`config.mk`:
```
export PLATFORM = sky130hd
export DESIGN_NAME = shape_vector_plotter_unit
export DESIGN_NICKNAME = d
export VERILOG_FILES = /design/src/rtl/svp_pkg.sv /design/src/rtl/svp_pen.sv /design/src/rtl/svp_outbuf.sv /design/src/rtl/svp_seq.sv /design/src/rtl/shape_vector_plotter_unit.sv
export SDC_FILE = /design/constraint.sdc
export NUM_CORES = 1
export LEC_CHECK = 0
export BUFFER_PORTS_ARGS = -buffer_cell sky130_fd_sc_hd__buf_2
export CAP_MARGIN = 20
export CORE_MARGIN = 3
export CORE_UTILIZATION = 60
export DETAILED_ROUTE_END_ITERATION = 10
export PLACE_DENSITY = 0.82
export SETUP_SLACK_MARGIN = 0.2
export SYNTH_ARGS = -nofsm -noshare
export SYNTH_HDL_FRONTEND = slang
export SYNTH_SLANG_ARGS = --single-unit
export TNS_END_PERCENT = 20
```
`constraint.sdc`:
```
create_clock -name clk -period 7.59 [get_ports clk]
set_clock_uncertainty 0.2 [all_clocks]
set_input_delay 1.1385 -clock clk [delete_from_list [all_inputs] [get_ports clk]]
set_output_delay 1.1385 -clock clk [all_outputs]
set_load 0.01 [all_outputs]
```
`src/rtl/svp_pkg.sv`:
```
// ----------------------------------------------------------------------------
// svp_pkg
// Shared types, constants and the step table of the shape vector plotter.
// ----------------------------------------------------------------------------
`default_nettype none

package svp_pkg;

  localparam int COORD_BITS = 16;
  localparam int SCALE_MAX  = 15;

  localparam int CFG_DATA_BITS = 16;
  localparam int CFG_ADDR_BITS = 3;

  // Configuration register indexes.
  localparam logic [CFG_ADDR_BITS-1:0] CFG_START_X    = 3'd0;
  localparam logic [CFG_ADDR_BITS-1:0] CFG_START_Y    = 3'd1;
  localparam logic [CFG_ADDR_BITS-1:0] CFG_ROTATION   = 3'd2;
  localparam logic [CFG_ADDR_BITS-1:0] CFG_SCALE      = 3'd3;
  localparam logic [CFG_ADDR_BITS-1:0] CFG_PLOT_COLOR = 3'd4;

  localparam logic [7:0] FRAC_START = 8'h80;
  localparam logic [3:0] ANGLE_FLIP = 4'hf;

  typedef enum logic [1:0] {
    ST_IDLE,
    ST_RUN_X,
    ST_RUN_Y,
    ST_FLUSH
  } seq_state_t;

  // One unit step of the pen.
  typedef struct packed {
    logic       en;
    logic [1:0] dir;
  } move_t;

  // Commands to the output buffer.
  typedef struct packed {
    logic push;
    logic flush;
  } ob_ctrl_t;

  // Status from the output buffer.
  typedef struct packed {
    logic push_ok;
    logic flush_ok;
    logic pend_valid;
  } ob_stat_t;

  function automatic logic [7:0] step_lookup(input logic [4:0] idx);
    logic [7:0] v;
    case (idx)
      5'd0:    v = 8'hff;
      5'd1:    v = 8'hfe;
      5'd2:    v = 8'hfa;
      5'd3:    v = 8'hf4;
      5'd4:    v = 8'hec;
      5'd5:    v = 8'he1;
      5'd6:    v = 8'hd4;
      5'd7:    v = 8'hc5;
      5'd8:    v = 8'hb4;
      5'd9:    v = 8'ha1;
      5'd10:   v = 8'h8d;
      5'd11:   v = 8'h78;
      5'd12:   v = 8'h61;
      5'd13:   v = 8'h49;
      5'd14:   v = 8'h31;
      5'd15:   v = 8'h18;
      default: v = 8'hff;
    endcase
    return v;
  endfunction

endpackage

`default_nettype wire

```
`src/rtl/svp_pen.sv`:
```
// ----------------------------------------------------------------------------
// svp_pen
// Pen position registers: loaded at shape start, stepped one unit per move.
// ----------------------------------------------------------------------------
`default_nettype none

module svp_pen (
  input  wire logic               clk,
  input  wire logic               rst_n,
  input  wire logic               load,
  input  wire logic        [15:0] start_x,
  input  wire logic        [15:0] start_y,
  input  wire svp_pkg::move_t     mv,
  output logic             [15:0] pen_x,
  output logic             [15:0] pen_y
);
  import svp_pkg::*;

  logic [COORD_BITS-1:0] pen_x_r, pen_x_nxt;
  logic [COORD_BITS-1:0] pen_y_r, pen_y_nxt;

  always_comb begin
    pen_x_nxt = pen_x_r;
    pen_y_nxt = pen_y_r;
    if (load) begin
      pen_x_nxt = COORD_BITS'(signed'(start_x));
      pen_y_nxt = COORD_BITS'(signed'(start_y));
    end else if (mv.en) begin
      // Odd direction moves along x, even along y.
      if (mv.dir[0]) begin
        pen_x_nxt = mv.dir[1] ? pen_x_r - COORD_BITS'(1) : pen_x_r + COORD_BITS'(1);
      end else begin
        pen_y_nxt = mv.dir[1] ? pen_y_r + COORD_BITS'(1) : pen_y_r - COORD_BITS'(1);
      end
    end
  end

  always_ff @(posedge clk) begin
    if (!rst_n) begin
      pen_x_r <= '0;
      pen_y_r <= '0;
    end else begin
      pen_x_r <= pen_x_nxt;
      pen_y_r <= pen_y_nxt;
    end
  end

  assign pen_x = 16'(pen_x_r);
  assign pen_y = 16'(pen_y_r);

endmodule

`default_nettype wire

```
`src/rtl/svp_outbuf.sv`:
```
// ----------------------------------------------------------------------------
// svp_outbuf
// Output register with one pixel of lookahead so the final pixel of a byte
// can be marked when the byte finishes.
// ----------------------------------------------------------------------------
`default_nettype none

module svp_outbuf (
  input  wire logic                 clk,
  input  wire logic                 rst_n,
  input  wire svp_pkg::ob_ctrl_t    ctrl,
  input  wire logic          [15:0] px_in,
  input  wire logic          [15:0] py_in,
  input  wire logic           [7:0] color_in,
  output svp_pkg::ob_stat_t         stat,
  output logic                      out_valid,
  input  wire logic                 out_ready,
  output logic signed        [15:0] out_pixel_x,
  output logic signed        [15:0] out_pixel_y,
  output logic                [7:0] out_pixel_color,
  output logic                      out_last_of_run
);
  import svp_pkg::*;

  logic        pend_valid_r, pend_valid_nxt;
  logic [15:0] pend_x_r, pend_y_r;
  logic [7:0]  pend_c_r;
  logic        out_valid_r, out_valid_nxt;
  logic [15:0] out_x_r, out_y_r;
  logic [7:0]  out_c_r;
  logic        out_last_r;
  logic        out_free;
  logic        out_load;

  assign out_free = !out_valid_r || out_ready;

  assign stat.push_ok    = !pend_valid_r || out_free;
  assign stat.flush_ok   = out_free;
  assign stat.pend_valid = pend_valid_r;

  // A push displaces the held pixel into the output register; a flush sends
  // the held pixel out as the final one of its byte.
  assign out_load = pend_valid_r && (ctrl.push || ctrl.flush);

  always_comb begin
    pend_valid_nxt = pend_valid_r;
    if (ctrl.push) begin
      pend_valid_nxt = 1'b1;
    end else if (ctrl.flush) begin
      pend_valid_nxt = 1'b0;
    end
    out_valid_nxt = out_valid_r;
    if (out_load) begin
      out_valid_nxt = 1'b1;
    end else if (out_ready) begin
      out_valid_nxt = 1'b0;
    end
  end

  always_ff @(posedge clk) begin
    if (!rst_n) begin
      pend_valid_r <= 1'b0;
      out_valid_r  <= 1'b0;
    end else begin
      pend_valid_r <= pend_valid_nxt;
      out_valid_r  <= out_valid_nxt;
    end
  end

  always_ff @(posedge clk) begin
    if (ctrl.push) begin
      pend_x_r <= px_in;
      pend_y_r <= py_in;
      pend_c_r <= color_in;
    end
    if (out_load) begin
      out_x_r    <= pend_x_r;
      out_y_r    <= pend_y_r;
      out_c_r    <= pend_c_r;
      out_last_r <= ctrl.flush;
    end
  end

  assign out_valid       = out_valid_r;
  assign out_pixel_x     = out_x_r;
  assign out_pixel_y     = out_y_r;
  assign out_pixel_color = out_c_r;
  assign out_last_of_run = out_last_r;

endmodule

`default_nettype wire

```
`src/rtl/svp_seq.sv`:
```
// ----------------------------------------------------------------------------
// svp_seq
// Sequencer: walks the vectors of one byte, runs the scale iterations and
// steps the shared accumulator adder once per cycle unless a push stalls.
// ----------------------------------------------------------------------------
`default_nettype none

module svp_seq (
  input  wire logic                clk,
  input  wire logic                rst_n,
  input  wire logic                in_valid,
  output logic                     in_ready,
  input  wire logic          [7:0] in_shape_byte,
  input  wire logic          [7:0] rotation_code,
  input  wire logic          [3:0] scale_factor,
  input  wire svp_pkg::ob_stat_t   ob_stat,
  output svp_pkg::ob_ctrl_t        ob_ctrl,
  output svp_pkg::move_t           mv,
  output logic                     load_pen
);
  import svp_pkg::*;

  seq_state_t state_r, state_nxt;
  logic       started_r, started_nxt;
  logic [7:0] rem_r, rem_nxt;
  logic [3:0] quad_r, quad_nxt;
  logic [7:0] xs_r, xs_nxt;
  logic [7:0] ys_r, ys_nxt;
  logic [3:0] scale_r, scale_nxt;
  logic [3:0] iter_r, iter_nxt;
  logic [7:0] xf_r, xf_nxt;
  logic [7:0] yf_r, yf_nxt;

  logic       accept;
  logic [3:0] ang;
  logic [8:0] sum;
  logic       carry;
  logic       plot;
  logic [1:0] quad_use;

  assign in_ready = (state_r == ST_IDLE);
  assign accept   = in_valid && in_ready;
  assign ang      = rotation_code[3:0];
  assign plot     = rem_r[2];

  // The one accumulator adder: x phase adds xs plus one, y phase adds ys.
  always_comb begin
    if (state_r == ST_RUN_Y) begin
      sum      = {1'b0, yf_r} + {1'b0, ys_r};
      quad_use = quad_r[1:0] + 2'd1;
    end else begin
      sum      = {1'b0, xf_r} + {1'b0, xs_r} + 9'd1;
      quad_use = quad_r[1:0];
    end
  end
  assign carry = sum[8];

  always_comb begin
    state_nxt   = state_r;
    started_nxt = started_r;
    rem_nxt     = rem_r;
    quad_nxt    = quad_r;
    xs_nxt      = xs_r;
    ys_nxt      = ys_r;
    scale_nxt   = scale_r;
    iter_nxt    = iter_r;
    xf_nxt      = xf_r;
    yf_nxt      = yf_r;
    ob_ctrl     = '0;
    mv          = '0;
    mv.dir      = rem_r[1:0] + quad_use;
    load_pen    = 1'b0;

    unique case (state_r)
      ST_IDLE: begin
        if (accept) begin
          if (in_shape_byte == 8'd0) begin
            started_nxt = 1'b0;
          end else begin
            load_pen    = !started_r;
            started_nxt = 1'b1;
            rem_nxt     = in_shape_byte;
            quad_nxt    = rotation_code[7:4];
            xs_nxt      = step_lookup({1'b0, ang});
            ys_nxt      = step_lookup({1'b0, ang ^ ANGLE_FLIP} + 5'd1) + 8'd1;
            scale_nxt   = (scale_factor > 4'(SCALE_MAX)) ? 4'(SCALE_MAX) : scale_factor;
            iter_nxt    = 4'd0;
            xf_nxt      = FRAC_START;
            yf_nxt      = FRAC_START;
            state_nxt   = (scale_nxt == 4'd0) ? ST_FLUSH : ST_RUN_X;
          end
        end
      end
      ST_RUN_X: begin
        if (!(carry && plot && !ob_stat.push_ok)) begin
          mv.en        = carry;
          ob_ctrl.push = carry && plot;
          xf_nxt       = sum[7:0];
          state_nxt    = ST_RUN_Y;
        end
      end
      ST_RUN_Y: begin
        if (!(carry && plot && !ob_stat.push_ok)) begin
          mv.en        = carry;
          ob_ctrl.push = carry && plot;
          yf_nxt       = sum[7:0];
          if (iter_r + 4'd1 == scale_r) begin
            // End of this vector: take the next three bits.
            iter_nxt  = 4'd0;
            rem_nxt   = rem_r >> 3;
            xf_nxt    = FRAC_START;
            yf_nxt    = FRAC_START;
            state_nxt = (rem_r[7:3] == 5'd0) ? ST_FLUSH : ST_RUN_X;
          end else begin
            iter_nxt  = iter_r + 4'd1;
            state_nxt = ST_RUN_X;
          end
        end
      end
      ST_FLUSH: begin
        if (!ob_stat.pend_valid) begin
          state_nxt = ST_IDLE;
        end else if (ob_stat.flush_ok) begin
          ob_ctrl.flush = 1'b1;
          state_nxt     = ST_IDLE;
        end
      end
      default: state_nxt = ST_IDLE;
    endcase
  end

  always_ff @(posedge clk) begin
    if (!rst_n) begin
      state_r   <= ST_IDLE;
      started_r <= 1'b0;
    end else begin
      state_r   <= state_nxt;
      started_r <= started_nxt;
    end
  end

  always_ff @(posedge clk) begin
    rem_r   <= rem_nxt;
    quad_r  <= quad_nxt;
    xs_r    <= xs_nxt;
    ys_r    <= ys_nxt;
    scale_r <= scale_nxt;
    iter_r  <= iter_nxt;
    xf_r    <= xf_nxt;
    yf_r    <= yf_nxt;
  end

endmodule

`default_nettype wire

```
`src/rtl/shape_vector_plotter_unit.sv`:
```
// ----------------------------------------------------------------------------
// shape_vector_plotter_unit
// Shape-table byte plotter: decodes each byte into vectors and emits the
// pixels they plot.
// ----------------------------------------------------------------------------
// One shape byte is taken per transaction on the in_ channel, and each plotted
// pixel leaves as one transaction on the out_ channel, with out_last_of_run set
// on the final pixel of that byte. A single accumulator adder under the
// sequencer handles one half-iteration (x then y) per cycle unless the output
// side holds off a pixel, and the input side stays busy until every vector of
// a nonzero byte is done (a byte holds one to three vectors, scale at most 15).
// A zero byte ends the shape. Configuration writes are to be made only while
// the block is idle.
`default_nettype none

module shape_vector_plotter_unit (
  input  wire logic                                clk,
  input  wire logic                                rst_n,
  input  wire logic                                cfg_we,
  input  wire logic [svp_pkg::CFG_ADDR_BITS-1:0]   cfg_addr,
  input  wire logic [svp_pkg::CFG_DATA_BITS-1:0]   cfg_wdata,
  input  wire logic                                in_valid,
  output logic                                     in_ready,
  input  wire logic                          [7:0] in_shape_byte,
  output logic                                     out_valid,
  input  wire logic                                out_ready,
  output logic signed                       [15:0] out_pixel_x,
  output logic signed                       [15:0] out_pixel_y,
  output logic                               [7:0] out_pixel_color,
  output logic                                     out_last_of_run
);
  import svp_pkg::*;

  logic [15:0] start_x_r, start_y_r;
  logic [7:0]  rotation_r;
  logic [3:0]  scale_r;
  logic [7:0]  color_r;

  ob_ctrl_t    ob_ctrl;
  ob_stat_t    ob_stat;
  move_t       mv;
  logic        load_pen;
  logic [15:0] pen_x, pen_y;

  always_ff @(posedge clk) begin
    if (!rst_n) begin
      start_x_r  <= '0;
      start_y_r  <= '0;
      rotation_r <= '0;
      scale_r    <= 4'd1;
      color_r    <= 8'd127;
    end else if (cfg_we) begin
      unique case (cfg_addr)
        CFG_START_X:    start_x_r  <= cfg_wdata;
        CFG_START_Y:    start_y_r  <= cfg_wdata;
        CFG_ROTATION:   rotation_r <= cfg_wdata[7:0];
        CFG_SCALE:      scale_r    <= cfg_wdata[3:0];
        CFG_PLOT_COLOR: color_r    <= cfg_wdata[7:0];
        default: ;
      endcase
    end
  end

  svp_seq u_seq (
    .clk           (clk),
    .rst_n         (rst_n),
    .in_valid      (in_valid),
    .in_ready      (in_ready),
    .in_shape_byte (in_shape_byte),
    .rotation_code (rotation_r),
    .scale_factor  (scale_r),
    .ob_stat       (ob_stat),
    .ob_ctrl       (ob_ctrl),
    .mv            (mv),
    .load_pen      (load_pen)
  );

  svp_pen u_pen (
    .clk     (clk),
    .rst_n   (rst_n),
    .load    (load_pen),
    .start_x (start_x_r),
    .start_y (start_y_r),
    .mv      (mv),
    .pen_x   (pen_x),
    .pen_y   (pen_y)
  );

  svp_outbuf u_outbuf (
    .clk             (clk),
    .rst_n           (rst_n),
    .ctrl            (ob_ctrl),
    .px_in           (pen_x),
    .py_in           (pen_y),
    .color_in        (color_r),
    .stat            (ob_stat),
    .out_valid       (out_valid),
    .out_ready       (out_ready),
    .out_pixel_x     (out_pixel_x),
    .out_pixel_y     (out_pixel_y),
    .out_pixel_color (out_pixel_color),
    .out_last_of_run (out_last_of_run)
  );

endmodule

`default_nettype wire

```
# Word-level counts from Yosys, hierarchy flattened
# Memory sizes are Yosys's and may differ from the RTL's. A register that Yosys moved wholly into a read port is not among the register bits.
# Cells that the tools add are included.
[classes] mux=59 div_mod_pow=0 shifts=0 n_addsub=12 bitwise=2 reduce_logical=36 n_lt_le_gt_ge=1 n_mul=0 eq_ne=15
[ops] operator="2-to-1 mux 16 bit" n=8
[ops] operator="2-to-1 mux 8 bit" n=15
[ops] operator="adder 16 x 1 -> 16 bit (second input constant)" n=2
[ops] operator="one-hot mux 8 bit (2 select lines)" n=2
[ops] operator="subtractor 16 x 1 -> 16 bit (second input constant)" n=2
[ops] operator="one-hot mux 8 bit (3 select lines)" n=1
[ops] operator="2-to-1 mux 2 bit" n=10
[ops] operator="2-to-1 mux 4 bit" n=5
[ops] operator="adder 8 x 8 -> 9 bit" n=2
[ops] operator="AND reduction 2 bit" n=8
[ops] operator="2-to-1 mux 1 bit" n=15
[ops] operator="inequality test 2 bit (second input constant)" n=5
[ops] operator="AND reduction 5 bit" n=2
[ops] operator="nonzero test 2 bit" n=5
[ops] operator="adder 9 x 1 -> 9 bit (second input constant)" n=1
[ops] operator="2-to-1 mux 9 bit" n=1
[ops] operator="adder 8 x 1 -> 8 bit (second input constant)" n=1
[ops] operator="zero test 8 bit" n=1
[ops] operator="one-hot mux 2 bit (4 select lines)" n=1
[ops] operator="one-hot mux 4 bit (2 select lines)" n=1
[ops] operator="equality test 3 x 2 -> 1 bit (second input constant)" n=2
[ops] operator="AND reduction 6 bit" n=1
[ops] operator="adder 4 x 1 -> 5 bit (second input constant)" n=1
[ops] operator="zero test 5 bit" n=1
[ops] operator="other kinds (23)" n=32
[totals] inputBits=32 ramBits=0 latch_bits=0 memories=2 ff_bits=210 mem_bits_ro=256 output_inout_bits=43
[mem_list] name="(name not given)" depth=16 word_bits=8 rd=1 rd_clocked_by_memory_dff=1 write_ports=0 line="svp_pkg.sv:53" rtl="case (idx)"
[mem_list] name="(name not given)" depth=16 word_bits=8 rd=1 rd_clocked_by_memory_dff=0 write_ports=0 line="svp_pkg.sv:53"

# Logic depth before layout (Yosys ltp)
# Gate-level depths: netlist of the first run.
[depth] ltp_word=10 mapped_depth=22

# Modules after synthesis
# A second synthesis of the first run with hierarchy kept.
[hier_totals] cells_unflattened=979 area_unflattened_um2=11061.9
[modules_own_cells] module="svp_seq" instances=1 area_each_um2=3601.0 cells_each=331
[modules_own_cells] module="svp_pen" instances=1 area_each_um2=2874.0 cells_each=357
[modules_own_cells] module="svp_outbuf" instances=1 area_each_um2=2538.7 cells_each=92
[modules_own_cells] module="shape_vector_plotter_unit" instances=1 area_each_um2=2048.2 cells_each=199

# Least setup slack after synthesis of the first run
# Ideal clock, no wire load.
[synth_path] path_type="reg-to-reg" start="register u_seq.xf_r[0]" end="register u_outbuf.pend_c_r[0], enable pin" period_less_slack_ps=5336 stages_incl_launch_ff=12 arrival_time_ps=4637 t_required_ps=6891 slack_ps=2254 cell_sequence="edfxtp_1 -> inv_1 -> ha_1 -> inv_1 -> fa_1 -> a21o_1 -> a21oi_1 -> o21bai_1 -> a21oi_1 -> nor3_2 -> and3_1 -> a21boi_0"
[synth_lines] element="start, declared" line="svp_seq.sv:31" rtl="logic [7:0] xf_r, xf_nxt;"
[synth_lines] element="start signal, assigned" line="svp_seq.sv:149" rtl="xf_r <= xf_nxt;"
[synth_lines] element="end signal, assigned" line="svp_outbuf.sv:74" rtl="pend_c_r <= color_in;"
[synth_lines] element="end, declared" line="svp_outbuf.sv:27" rtl="logic [7:0] pend_c_r;"

# Final worst setup path of the first run
[layout_path] start="register u_seq.state_r[0]" end="register u_pen.pen_y_r[10] (netlist: u_pen.pen_y[10])"
[layout_via] elab_chain_cells=8 word_cells_on_any_way=21 cone_classes="add/sub: 1; eq/ne: 3; mux: 10; reduce/logical: 7"
[layout_rtl] element="start, declared" line="svp_seq.sv:23" rtl="seq_state_t state_r, state_nxt;"
[layout_rtl] element="start signal, assigned" line="svp_seq.sv:137" rtl="state_r <= state_nxt;"
[layout_rtl] element="branches (longest 8 deep; another with adder 2 bit)"
[layout_rtl] element="end signal, assigned" line="svp_pen.sv:44" rtl="pen_y_r <= pen_y_nxt;"
[layout_rtl] element="end, declared" line="svp_pen.sv:20" rtl="logic [COORD_BITS-1:0] pen_y_r, pen_y_nxt;"
# Parallel ways; which one is timed is not known. The select of a mux whose other input is x is not followed.
# A chain may end at the register's enable or synchronous reset.

==> out/qor.csv, run 1 <==
stage;metric;value;unit
synthesis;synth_xor_area_frac;0.0478;
global_route;antenna_found_initial;1;
synthesis;synth_edf_count;131;
sta;maxSlewHeadroom;0.284;
cts;clockBufferDepth;3;
synthesis;mappedNetlistArea;10200;um^2
power_and_ir_drop;pwr_density_cell;387;nW/um^2
worst_setup_path;critPathBufInv;2;
drt;drt-initial-drc-count;561;
worst_setup_path;crit_slowest_cell;xnor3_1;
synthesis;synthesis.instances;959;
sta;rsz0062_at_grt;no;
power_and_ir_drop;internal-power;2.87;mW
sta;finalSetupViolations;0;
cts;cts_buffers;22;
worst_setup_path;worstPathArrival;4.80;ns
cts;cts_resized;0;
worst_setup_path;r2r_cells;15;
global_route;grt_pass1_vias;6985;
flow_run;max_cap_viol_count;0;
floorplanning;die_w;136;um
synthesis;synth.distinct_cells;66;
drt;drt_pass1_iterations;5;
layout;final_cell_mix;131 x edfxtp_1, 117 x nand2_1, 97 x a21oi_1;
synthesis;synth-adder-area-share;0.0604;
worst_setup_path;regToRegEndpoint;u_pen.pen_y[10];
drt;ant_nets;0;
global_route;overflow;0;
global_route;grt_pass1_wl;35200;um
placed_design;hpwl;14700;um
global_route;grt.total_usage;0.236;
min_path;hold_depth;0;
worst_setup_path;cpPeakStageDelay;0.90;ns
worst_setup_path;required;7.77;ns
worst_setup_path;critical-path-top-delay-family;XOR/XNOR gates;
min_path;min_to;u_outbuf.out_pixel_x[15];
min_path;hold_start;u_outbuf.pend_x_r[15];
power_and_ir_drop;clock_power_share;0.242;
cts;clkTransAtPathRegs;0.06;ns
power_and_ir_drop;vdd_drop_max;0.176;mV
floorplanning;coreArea;16600;um^2
floorplanning;die_area;18600;um^2
power_and_ir_drop;pwr-share-seq;0.388;
synthesis;syn-num-nets;1039;
floorplanning;top_level_ports;75;
synthesis;synthSimpleGateAreaFrac;0.149;
drt;via_per_inst;5.90;
power_and_ir_drop;netSwitchingFraction;0.355;
global_route;grt_max_degree;59;
cts;cts.sinks;218;
drt;vias;7421;
min_path;hold_class;reg2reg;
worst_setup_path;crit_path_cell_trace;inv_1 > ha_1 > xor2_1 > ha_1 > xor2_1 > xnor3_1 > buf_4 > xnor2_1 > ha_1 > o21bai_1 > a22oi_4 > nor3_1 > mux2i_1 > or3_1 > a311oi_1;
drt;drt-wirelength-per-cell;17.6;um
cts;ctsHoldBuffers;0;
power_and_ir_drop;combPwrFrac;0.370;
synthesis;yosysSeqAreaShare;0.557;
power_and_ir_drop;switching_power;1.58;mW
synthesis;synth_top_family_by_area;simple AND/OR/NAND/NOR gates;
cts;post_cts_buffers;0;
synthesis;synth_mux_area_frac;0.0283;
worst_setup_path;crit-reg2reg-launch;u_seq.state_r[0];
worst_setup_path;r2r_setup_slack;2.98;ns
worst_setup_path;crit_fanout;23;
floorplanning;die_h;136;um
layout;areaGrowthSynthToFinish;12.7;%
sta;post-route-min-period;4.61;ns
placed_design;portBuffers;74;
synthesis;postSynthAreaPerCell;10.6;um^2
synthesis;ys_seq_elements;218;
synthesis;postSynth.asyncResetShare;0;
placed_design;placed_cell_area;10700;um^2
sta;tns;0;ns
power_and_ir_drop;p_leak;4.40;nW
cts;insertion_delay;0.50;ns
worst_setup_path;crit_path_frequent_cell;ha_1;
layout;mostFrequentLayoutCell;edfxtp_1;
drt;wl;22200;um
drt;drc;0;
cts;cts_tree;built;
worst_setup_path;cp-end-kind;flop;
layout;finalNetCount;1101;
sta;slew_violations;0;
synthesis;synth_flop_cell;edfxtp_1;
floorplanning;rows;47;
worst_setup_path;start_kind;flop;
sta;final.period_utilization;0.608;
cts;root_buffer;clkbuf_16;
layout;layout-drive-gt1-share;0.136;
outcome;outcome;complete, no violations;
synthesis;synth_compound_area_frac;0.131;
placed_design;gp_congestion;0.904;
sta;max_freq;217;MHz
cts;ctsHtreeMaxLevel;1;
layout;stdcell_area;11500;um^2
floorplanning;start_util;0.614;
worst_setup_path;criticalPathCategory;reg2reg;
sta;hold_viol_final;0;
synthesis;yosysWarnings;0;
sta;worstMarginPinSlew;1.06;ns
sta;whs;0.207;ns
==> power groups by stage <==
stage	sequential, mW	clock (mW)	combinational [mW]
3_5_place_dp	1.75	0	1.60
2_1_floorplan	1.69	0	1.31
5_1_grt	1.75	1.13	1.82
3_3_place_gp	1.73	0	1.56
6_report	1.72	1.07	1.65
4_1_cts	1.72	1.09	1.62
==> worst register-to-register path: stages (launching register included) <==
cell and delay [ns]:
dfxtp_1 0.36, inv_1 0.09, ha_1 0.23, xor2_1 0.17, ha_1 0.19, xor2_1 0.15, xnor3_1 0.90, buf_4 0.40
xnor2_1 0.10, ha_1 0.24, o21bai_1 0.24, a22oi_4 0.13, nor3_1 0.31, mux2i_1 0.14, or3_1 0.33, a311oi_1 0.32
==> Yosys cell counts, types with 3 or more instances <==
master | number | area [um^2]
o211a_1 | 4 | 40.0
a311oi_1 | 8 | 70.1
buf_2 | 4 | 20.0
mux2_2 | 6 | 67.6
nor2_1 | 94 | 353
or3_1 | 10 | 62.6
xor2_1 | 20 | 175
edfxtp_1 | 131 | 3930
nor4_1 | 6 | 37.5
and2_1 | 4 | 25.0
a211oi_1 | 14 | 105
inv_1 | 20 | 75.1
ha_1 | 46 | 576
clkbuf_1 | 36 | 135
or2_2 | 4 | 25.0
o31ai_1 | 3 | 22.5
or4_1 | 4 | 30.0
o211ai_1 | 5 | 37.5
mux2i_1 | 22 | 220
a21oi_1 | 98 | 490
nand2b_1 | 9 | 56.3
nor2b_1 | 11 | 68.8
a21o_1 | 13 | 97.6
nand4_1 | 8 | 50.1
nor3b_1 | 3 | 22.5
dfxtp_1 | 87 | 1740
a211o_1 | 3 | 26.3
nand2_1 | 117 | 439
nor3_1 | 17 | 85.1
o21ai_0 | 39 | 195
and3_1 | 9 | 56.3
xnor2_1 | 33 | 289
o21bai_1 | 5 | 37.5
nand3_1 | 23 | 115
==> metal layers <==
layer / part of all wire / track usage
met1: 0.44 / 0.324
met2: 0.49 / 0.402
met3: 0.051 / 0.0292
met4: 0.021 / 0.0610
met5: 0 / 0
==> sequential cells by signal, summed over array words and instances (netlist names), 6 cells and up <==
name and count:
u_outbuf.pend_y_r 16, start_y_r 16, u_seq.xf_r 8, u_seq.rem_r 8, u_pen.pen_x 16, u_outbuf.out_pixel_color 8, rotation_r 6, u_outbuf.out_pixel_x 16
u_outbuf.pend_c_r 8, start_x_r 16, u_seq.ys_r 8, u_seq.xs_r 8, color_r 8, u_seq.yf_r 8, u_pen.pen_y 16, u_outbuf.out_pixel_y 16
u_outbuf.pend_x_r 16
==> final cells by class <==
cell class                      count  area [um^2]
Antenna cell                        1         2.50
Sequential cell                   218         5680
Tap cell                          220          275
Timing Repair Buffer               83          463
Inverter                           22         82.6
Fill cell                        1214         5100
Clock inverter                      7         63.8
Multi-Input combinational cell    674         4250
Clock buffer                       33          663
==> worst max-delay path by stage <==
stage                                 from                    to  slack, ns  cells past startpoint
final                     u_seq.state_r[0]       u_pen.pen_y[10]       2.98                     15
after detailed placement  u_seq.state_r[0]       u_pen.pen_y[10]       3.14                     15
after floorplan              u_seq.xf_r[0]  u_outbuf.pend_c_r[0]       2.25                     11
after global placement    u_seq.state_r[0]       u_pen.pen_y[10]       3.29                     15
after CTS                 u_seq.state_r[0]       u_pen.pen_y[10]       3.00                     15
after global routing      u_seq.state_r[0]       u_pen.pen_y[10]       2.70                     15
==> cell families (layout without fill, tap and decap cells) <==
logic type | after synthesis | after routing
AOI/OAI and AO/OA | 215 | 215
xor gates and xnor gates | 54 | 54
adders and majority gates | 48 | 48
buffers and inverters | 67 | 145
DFF | 218 | 218
muxes | 28 | 28
other | 0 | 1
and+or+nand+nor | 329 | 329
==> through the flow <==
step | total power [mW] | worst slack [ns] | utilization | cells
floorplan | 3.00 | 2.25 | - | 959
global placement | 3.29 | 3.29 | 0.646 | 1215
detailed placement | 3.35 | 3.14 | 0.646 | 1215
CTS | 4.43 | 3.00 | 0.690 | 1255
global route | 4.70 | 2.70 | 0.692 | 1258
finish | 4.44 | 2.98 | 0.692 | 1258
(Power assumes the default switching activity.)
==> run 2: changes to the inputs <==
--- a/config.mk
+++ b/config.mk
@@ -8,9 +8,9 @@
 export BUFFER_PORTS_ARGS = -buffer_cell sky130_fd_sc_hd__buf_2
 export CAP_MARGIN = 20
 export CORE_MARGIN = 3
-export CORE_UTILIZATION = 60
+export CORE_UTILIZATION = 54
 export DETAILED_ROUTE_END_ITERATION = 10
-export PLACE_DENSITY = 0.82
+export PLACE_DENSITY = 0.79
 export SETUP_SLACK_MARGIN = 0.2
 export SYNTH_ARGS = -nofsm -noshare
 export SYNTH_HDL_FRONTEND = slang
==> constraint.sdc (replaced) <==
create_clock -name clk -period 4 [get_ports clk]
set_clock_uncertainty 0.2 [all_clocks]
set_input_delay 0.6 -clock clk [delete_from_list [all_inputs] [get_ports clk]]
set_output_delay 0.6 -clock clk [all_outputs]
set_load 0.01 [all_outputs]
==> run 2 against run 1 <==
  * Hold slack worse by 0.043 ns
  * Setup slack worse by 2.6 ns
  * Sequential share of layout area is 0.97 points lower
  * Combinational power is 100% higher
  * Count of clock-buffer cells in the layout is 1 lower
  * Fmax is 27% higher
  * Power is 96% higher
  * Critical path type unchanged
  * Critical endpoint is now u_pen.pen_x[14]
  * Largest power group is now combinational logic
==> out/qor.csv, run 2 (same netlist as run 1, synthesis figures left out) <==
stage;metric;value;unit;change
sta;post-route-min-period;3.64;ns;was 4.61 ns
power_and_ir_drop;p_leak;4.50;nW;was 4.40 nW
global_route;grt_pass1_vias;6962;;was 6,985
layout;fill_cells;1395;;was 1,214
worst_setup_path;required;4.24;ns;was 7.77 ns
floorplanning;die_h;143;um;was 136 um
global_route;grt_max_degree;52;;was 59
drt;ant_nets;0;;unchanged
min_path;hold_class;in2reg;;was reg2reg
layout;final_cell_mix;131 x edfxtp_1, 117 x nand2_1, 95 x a21oi_1;;was 131 x edfxtp_1, 117 x nand2_1, 97 x a21oi_1
worst_setup_path;cpPeakStageDelay;0.35;ns;was 0.90 ns
cts;clkTransAtPathRegs;0.06;ns;about the same
placed_design;hpwl;14800;um;was 14,700 um
outcome;outcome;complete, no violations;;unchanged
cts;cts.sinks;218;;unchanged
drt;drc;0;;unchanged
worst_setup_path;worstPathArrival;3.88;ns;was 4.80 ns
sta;worstMarginPinSlew;0.891;ns;was 1.06 ns
drt;drt-wirelength-per-cell;16.7;um;was 17.6 um
placed_design;gp_congestion;0.864;;was 0.904
power_and_ir_drop;vdd_drop_max;0.407;mV;was 0.176 mV
worst_setup_path;criticalPathCategory;reg2reg;;unchanged
cts;ctsHoldBuffers;0;;unchanged
worst_setup_path;crit_path_frequent_cell;xor2_1;;was ha_1
cts;clockBufferDepth;3;;unchanged
floorplanning;start_util;0.558;;was 0.614
worst_setup_path;crit_path_cell_trace;inv_1 > ha_1 > xor2_1 > ha_1 > xor2_1 > xnor3_2 > buf_12 > xor2_1 > ha_2 > or2_2 > a21oi_4 > o21ai_2 > a211o_1 > o311a_1 > xnor2_1 > o21ai_0 > o211a_1;;was inv_1 > ha_1 > xor2_1 > ha_1 > xor2_1 > xnor3_1 > buf_4 > xnor2_1 > ha_1 > o21bai_1 > a22oi_4 > nor3_1 > mux2i_1 > or3_1 > a311oi_1
sta;finalSetupViolations;0;;unchanged
cts;cts_buffers;22;;unchanged
worst_setup_path;cp-end-kind;flop;;unchanged
sta;worst_slack;0.358;ns;was 2.98 ns
floorplanning;coreArea;18300;um^2;was 16,600 um^2
placed_design;portBuffers;74;;unchanged
global_route;antenna_found_initial;1;;unchanged
drt;drt_pass1_iterations;5;;unchanged
sta;maxSlewHeadroom;0.405;;was 0.284
floorplanning;top_level_ports;75;;unchanged
floorplanning;rows;49;;was 47
sta;rsz0062_at_grt;yes;;was no
sta;final.period_utilization;0.911;;was 0.608
layout;layout-drive-gt1-share;0.155;;was 0.136
drt;wl;21500;um;was 22,200 um
worst_setup_path;crit_slowest_cell;dfxtp_2;;was xnor3_1
sta;max_freq;275;MHz;was 217 MHz
global_route;overflow;0;;unchanged
worst_setup_path;crit_fanout;22;;was 23
global_route;grt.total_usage;0.204;;was 0.236
sta;slew_violations;0;;unchanged
cts;cts_tree;built;;unchanged
layout;multi_input_area;4310;um^2;was 4250 um^2
cts;ctsHtreeMaxLevel;1;;unchanged
layout;mostFrequentLayoutCell;edfxtp_1;;unchanged
flow_run;max_cap_viol_count;0;;unchanged
drt;vias;7477;;was 7,421
drt;via_per_inst;5.83;;was 5.90
worst_setup_path;start_kind;flop;;unchanged
global_route;grt_pass1_wl;34200;um;was 35,200 um
sta;tns;0;ns;unchanged
drt;drt-initial-drc-count;613;;was 561
cts;insertion_delay;0.49;ns;was 0.50 ns
layout;final_core_util;0.641;;was 0.692
floorplanning;die_area;20500;um^2;was 18,600 um^2
layout;areaGrowthSynthToFinish;15.0;%;was 12.7%
floorplanning;die_w;143;um;was 136 um
sta;hold_viol_final;0;;unchanged
cts;root_buffer;clkbuf_16;;unchanged
layout;seq_area;5680;um^2;about the same
layout;finalNetCount;1116;;was 1,101
power_and_ir_drop;pwr_density_cell;745;nW/um^2;was 387 nW/um^2
placed_design;pre_cts_ws;0.256;ns;was 3.14 ns
## run 2: critical path, delay by kind of cell (launching register included)
family / cells / cell delay (ns)
buffers and inverters: 2 / 0.26
xor gates and xnor gates: 5 / 0.89
AOI/OAI and AO/OA: 6 / 0.97
DFF: 1 / 0.35
adders and majority gates: 3 / 0.61
and+or+nand+nor: 1 / 0.30
## run 2: power by group
part / internal [mW] / switching (mW)
Combinational: 1.43 / 1.92
Sequential: 2.96 / 0.313
Clock: 1.31 / 0.796
## run 2: final timing paths
| check | from | end | slack, ns | depth (start not counted) |
|---|---|---|---|---|
| max reg2reg | u_seq.state_r[0] | u_pen.pen_x[14] | 0.36 | 17 |
| max | u_seq.state_r[0] | u_pen.pen_x[14] | 0.36 | 17 |
| min | cfg_wdata[10] | start_y_r[10] | 0.16 | 3 |
| min reg2reg | u_outbuf.pend_y_r[2] | u_outbuf.out_pixel_y[2] | 0.22 | 0 |
## run 2: cell type report
class | count | area share
Timing Repair Buffer | 98 | 0.0506
Clock inverter | 8 | 0.00994
Clock buffer | 32 | 0.0547
Tap cell | 229 | 0.0245
Sequential cell | 218 | 0.485
Multi-Input combinational cell | 674 | 0.368
Inverter | 22 | 0.00705
Antenna cell | 1 | 0.000214
## run 2: metrics by stage
stage                     std cells  power [mW]  hold WS, ns  area, um^2
after floorplan                 959        5.69        0.200       10200
after detailed placement       1239        6.42        0.205       10900
final                          1282        8.73        0.163       11700
after global placement         1239        6.30        0.200       10900
after global routing           1282        9.27        0.149       11700
after CTS                      1279        8.55        0.152       11600
## run 2: timing repair
action                                 4_1_cts  5_1_grt
buffers inserted                             0        1
endpoints found under the hold margin        0        0
setup endpoints to repair                    0       13
gates resized for setup                      0       13
## run 2: layer usage
| layer | vias up | wire, um | track usage |
|---|---|---|---|
| met5 | - | 0 | 0 |
| met4 | 0 | 634 | 0.0728 |
| met3 | 51 | 1260 | 0.0283 |
| met2 | 231 | 10200 | 0.339 |
| met1 | 3576 | 9350 | 0.275 |
| li1 | 3619 | - | - |
==> run 3: changes to the inputs <==
--- a/config.mk
+++ b/config.mk
@@ -8,9 +8,10 @@
 export BUFFER_PORTS_ARGS = -buffer_cell sky130_fd_sc_hd__buf_2
 export CAP_MARGIN = 20
 export CORE_MARGIN = 3
-export CORE_UTILIZATION = 54
+export CORE_UTILIZATION = 56
+export CTS_BUF_LIST = sky130_fd_sc_hd__clkbuf_8
 export DETAILED_ROUTE_END_ITERATION = 10
-export PLACE_DENSITY = 0.79
+export PLACE_DENSITY = 0.81
 export SETUP_SLACK_MARGIN = 0.2
 export SYNTH_ARGS = -nofsm -noshare
 export SYNTH_HDL_FRONTEND = slang
==> constraint.sdc (replaced) <==
create_clock -name clk -period 4 [get_ports clk]
set_clock_uncertainty 0.2 [all_clocks]
set_input_delay 0.6 -clock clk [delete_from_list [all_inputs] [get_ports clk]]
set_output_delay 0.6 -clock clk [all_outputs]
set_load 0.05 [all_outputs]
==> run 3 against run 2 <==
  * Combinational power increased by 4%
  * Global-route usage increased by 1.1 points
  * Hold slack lost 0.069 ns
  * Register-to-register slack gained 0.03 ns
  * Utilization increased by 2.3 points
  * Critical path depth is 2 lower
  * Die area shrank 3.4%
  * Non-clock buffer count decreased by 2
==> out/qor.csv, run 3 (same netlist as run 1, synthesis figures left out) <==
stage;metric;value;unit;change
layout;fill_cells;1295;;was 1,395
global_route;use_met1;0.291;;was 0.275
drt;drt-initial-drc-count;540;;was 613
sta;rsz0062_at_grt;no;;was yes
worst_setup_path;r2r_cells;15;;was 17
layout;final_cell_mix;131 x edfxtp_1, 117 x nand2_1, 94 x a21oi_1, 94 x nor2_1, 86 x dfxtp_1;;was 131 x edfxtp_1, 117 x nand2_1, 95 x a21oi_1
sta;whs;0.0942;ns;was 0.163 ns
power_and_ir_drop;p_leak;4.50;nW;about the same
layout;final_cells;1294;;was 1,282
cts;cts_buffers;31;;was 22
drt;drt_pass1_iterations;5;;unchanged
min_path;hold_class;in2reg;;unchanged
cts;root_buffer;clkbuf_8;;was clkbuf_16
sta;maxSlewHeadroom;0.375;;was 0.405
worst_setup_path;crit_fanout;11;;was 22
placed_design;gp_congestion;0.917;;was 0.864
cts;cts.sinks;218;;unchanged
sta;worstMarginPinSlew;0.936;ns;was 0.891 ns
cts;clkTransAtPathRegs;0.07;ns;was 0.06 ns
floorplanning;die_h;141;um;was 143 um
sta;finalSetupViolations;0;;unchanged
sta;hold_viol_final;0;;unchanged
floorplanning;die_area;19800;um^2;was 20,500 um^2
placed_design;portBuffers;74;;unchanged
global_route;grt_max_degree;54;;was 52
global_route;antenna_found_initial;1;;unchanged
cts;cts_tree;built;;unchanged
min_path;hold_depth;3;;unchanged
drt;vias;7510;;was 7,477
cts;ctsHtreeMaxLevel;1;;unchanged
sta;post-route-min-period;3.61;ns;was 3.64 ns
layout;mostFrequentLayoutCell;edfxtp_1;;unchanged
global_route;grt.met2_usage;0.348;;was 0.339
sta;slew_violations;0;;unchanged
drt;drt-wirelength-per-cell;17.0;um;was 16.7 um
floorplanning;start_util;0.581;;was 0.558
worst_setup_path;required;4.21;ns;was 4.24 ns
global_route;grt_pass1_vias;7090;;was 6,962
drt;drc;0;;unchanged
global_route;overflow;0;;unchanged
global_route;top_usage_layer;met2;;unchanged
flow_run;max_cap_viol_count;0;;unchanged
worst_setup_path;worstPathArrival;3.82;ns;was 3.88 ns
sta;max_freq;277;MHz;was 275 MHz
layout;areaGrowthSynthToFinish;14.3;%;was 15.0%
sta;final.period_utilization;0.903;;was 0.911
outcome;outcome;complete, no violations;;unchanged
power_and_ir_drop;pwr_density_cell;740;nW/um^2;was 745 nW/um^2
drt;wl;21900;um;was 21,500 um
layout;finalNetCount;1123;;was 1,116
cts;insertion_delay;0.56;ns;was 0.49 ns
drt;ant_nets;0;;unchanged
placed_design;placed_cells;1231;;was 1,239
global_route;grt.total_usage;0.214;;was 0.204
floorplanning;coreArea;17500;um^2;was 18,300 um^2
cts;clockBufferDepth;3;;unchanged
layout;layout-drive-gt1-share;0.175;;was 0.155
floorplanning;rows;48;;was 49
worst_setup_path;start_kind;flop;;unchanged
placed_design;hpwl;14800;um;about the same
power_and_ir_drop;vdd_drop_max;0.381;mV;was 0.407 mV
global_route;grt_pass1_wl;35300;um;was 34,200 um
floorplanning;top_level_ports;75;;unchanged
layout;final_core_util;0.664;;was 0.641
global_route;grt_use_met3;0.0383;;was 0.0283
worst_setup_path;cp-end-kind;flop;;unchanged
floorplanning;die_w;141;um;was 143 um
worst_setup_path;criticalPathCategory;reg2reg;;unchanged
drt;via_per_inst;5.80;;was 5.83
==> run 3: changes by cell type in the layout (fill, tap and decap cells not counted), sizes merged <==
| cell | delta |
|---|---|
| clkinv | +1 |
| inv | +6 |
| bufinv | -2 |
| clkinvlp | +1 |
| buf | -3 |
| clkbuf | +13 |
==> run 3: per-stage QoR <==
stage | power, mW | cell area, um^2 | worst slack [ns] | setup TNS, ns
floorplan | 5.78 | 10200 | -0.281 | -2.18
global placement | 6.40 | 10800 | 0.369 | 0
detailed placement | 6.51 | 10800 | 0.219 | 0
CTS | 8.39 | 11500 | 0.215 | 0
global route | 9.16 | 11600 | 0.182 | 0
finish | 8.61 | 11600 | 0.388 | 0
==> run 3: cell type report <==
class	count	area (um^2)	share of cell area
clock inverters	14	88.8	0.00763
diodes	1	2.50	0.000215
repair buffers	96	596	0.0511
inverters	22	82.6	0.00709
well taps	225	282	0.0242
multi-input cells	674	4310	0.370
flip-flops and latches	218	5680	0.487
clock buffers	44	606	0.0520
==> run 3: critical path, cell delays in order (launching register included) <==
cell and delay (ns):
dfxtp_1 0.38, ha_2 0.22, xor2_2 0.14, ha_2 0.19, xor2_1 0.17, xnor3_2 0.33
buf_12 0.18, ha_1 0.34, a21oi_1 0.21, nor3b_2 0.20, o31ai_2 0.11, a41oi_1 0.27
xor2_1 0.16, nor2_1 0.05, a211oi_1 0.24, nor3_1 0.07
==> run 3: final timing paths <==
path	from	end	slack [ns]
max	u_seq.state_r[1]	u_pen.pen_x[9]	0.39
min	cfg_wdata[9]	start_x_r[9]	0.09
max reg2reg	u_seq.state_r[1]	u_pen.pen_x[9]	0.39
min reg2reg	u_outbuf.pend_x_r[13]	u_outbuf.out_pixel_x[13]	0.22
==> run 3: layer usage <==
layer / up-vias / routed length, um
li1: 3621 / -
met2: 259 / 10600
met3: 52 / 1340
met1: 3578 / 9340
met5: - / 0
met4: 0 / 652
==> run 3: report_power, final <==
| group | switching [mW] | leakage [nW] | internal, mW |
|---|---|---|---|
| clock | 0.813 | 0.387 | 1.04 |
| sequential | 0.309 | 1.91 | 2.96 |
| combinational | 2.03 | 2.20 | 1.47 |
==> run 3: repair_timing <==
action	4_1_cts	5_1_grt
endpoints found under the setup margin	1	13
pin swaps	0	2
resized for setup	1	16
cloned	0	2
setup buffers	0	2
hold buffers	0	0
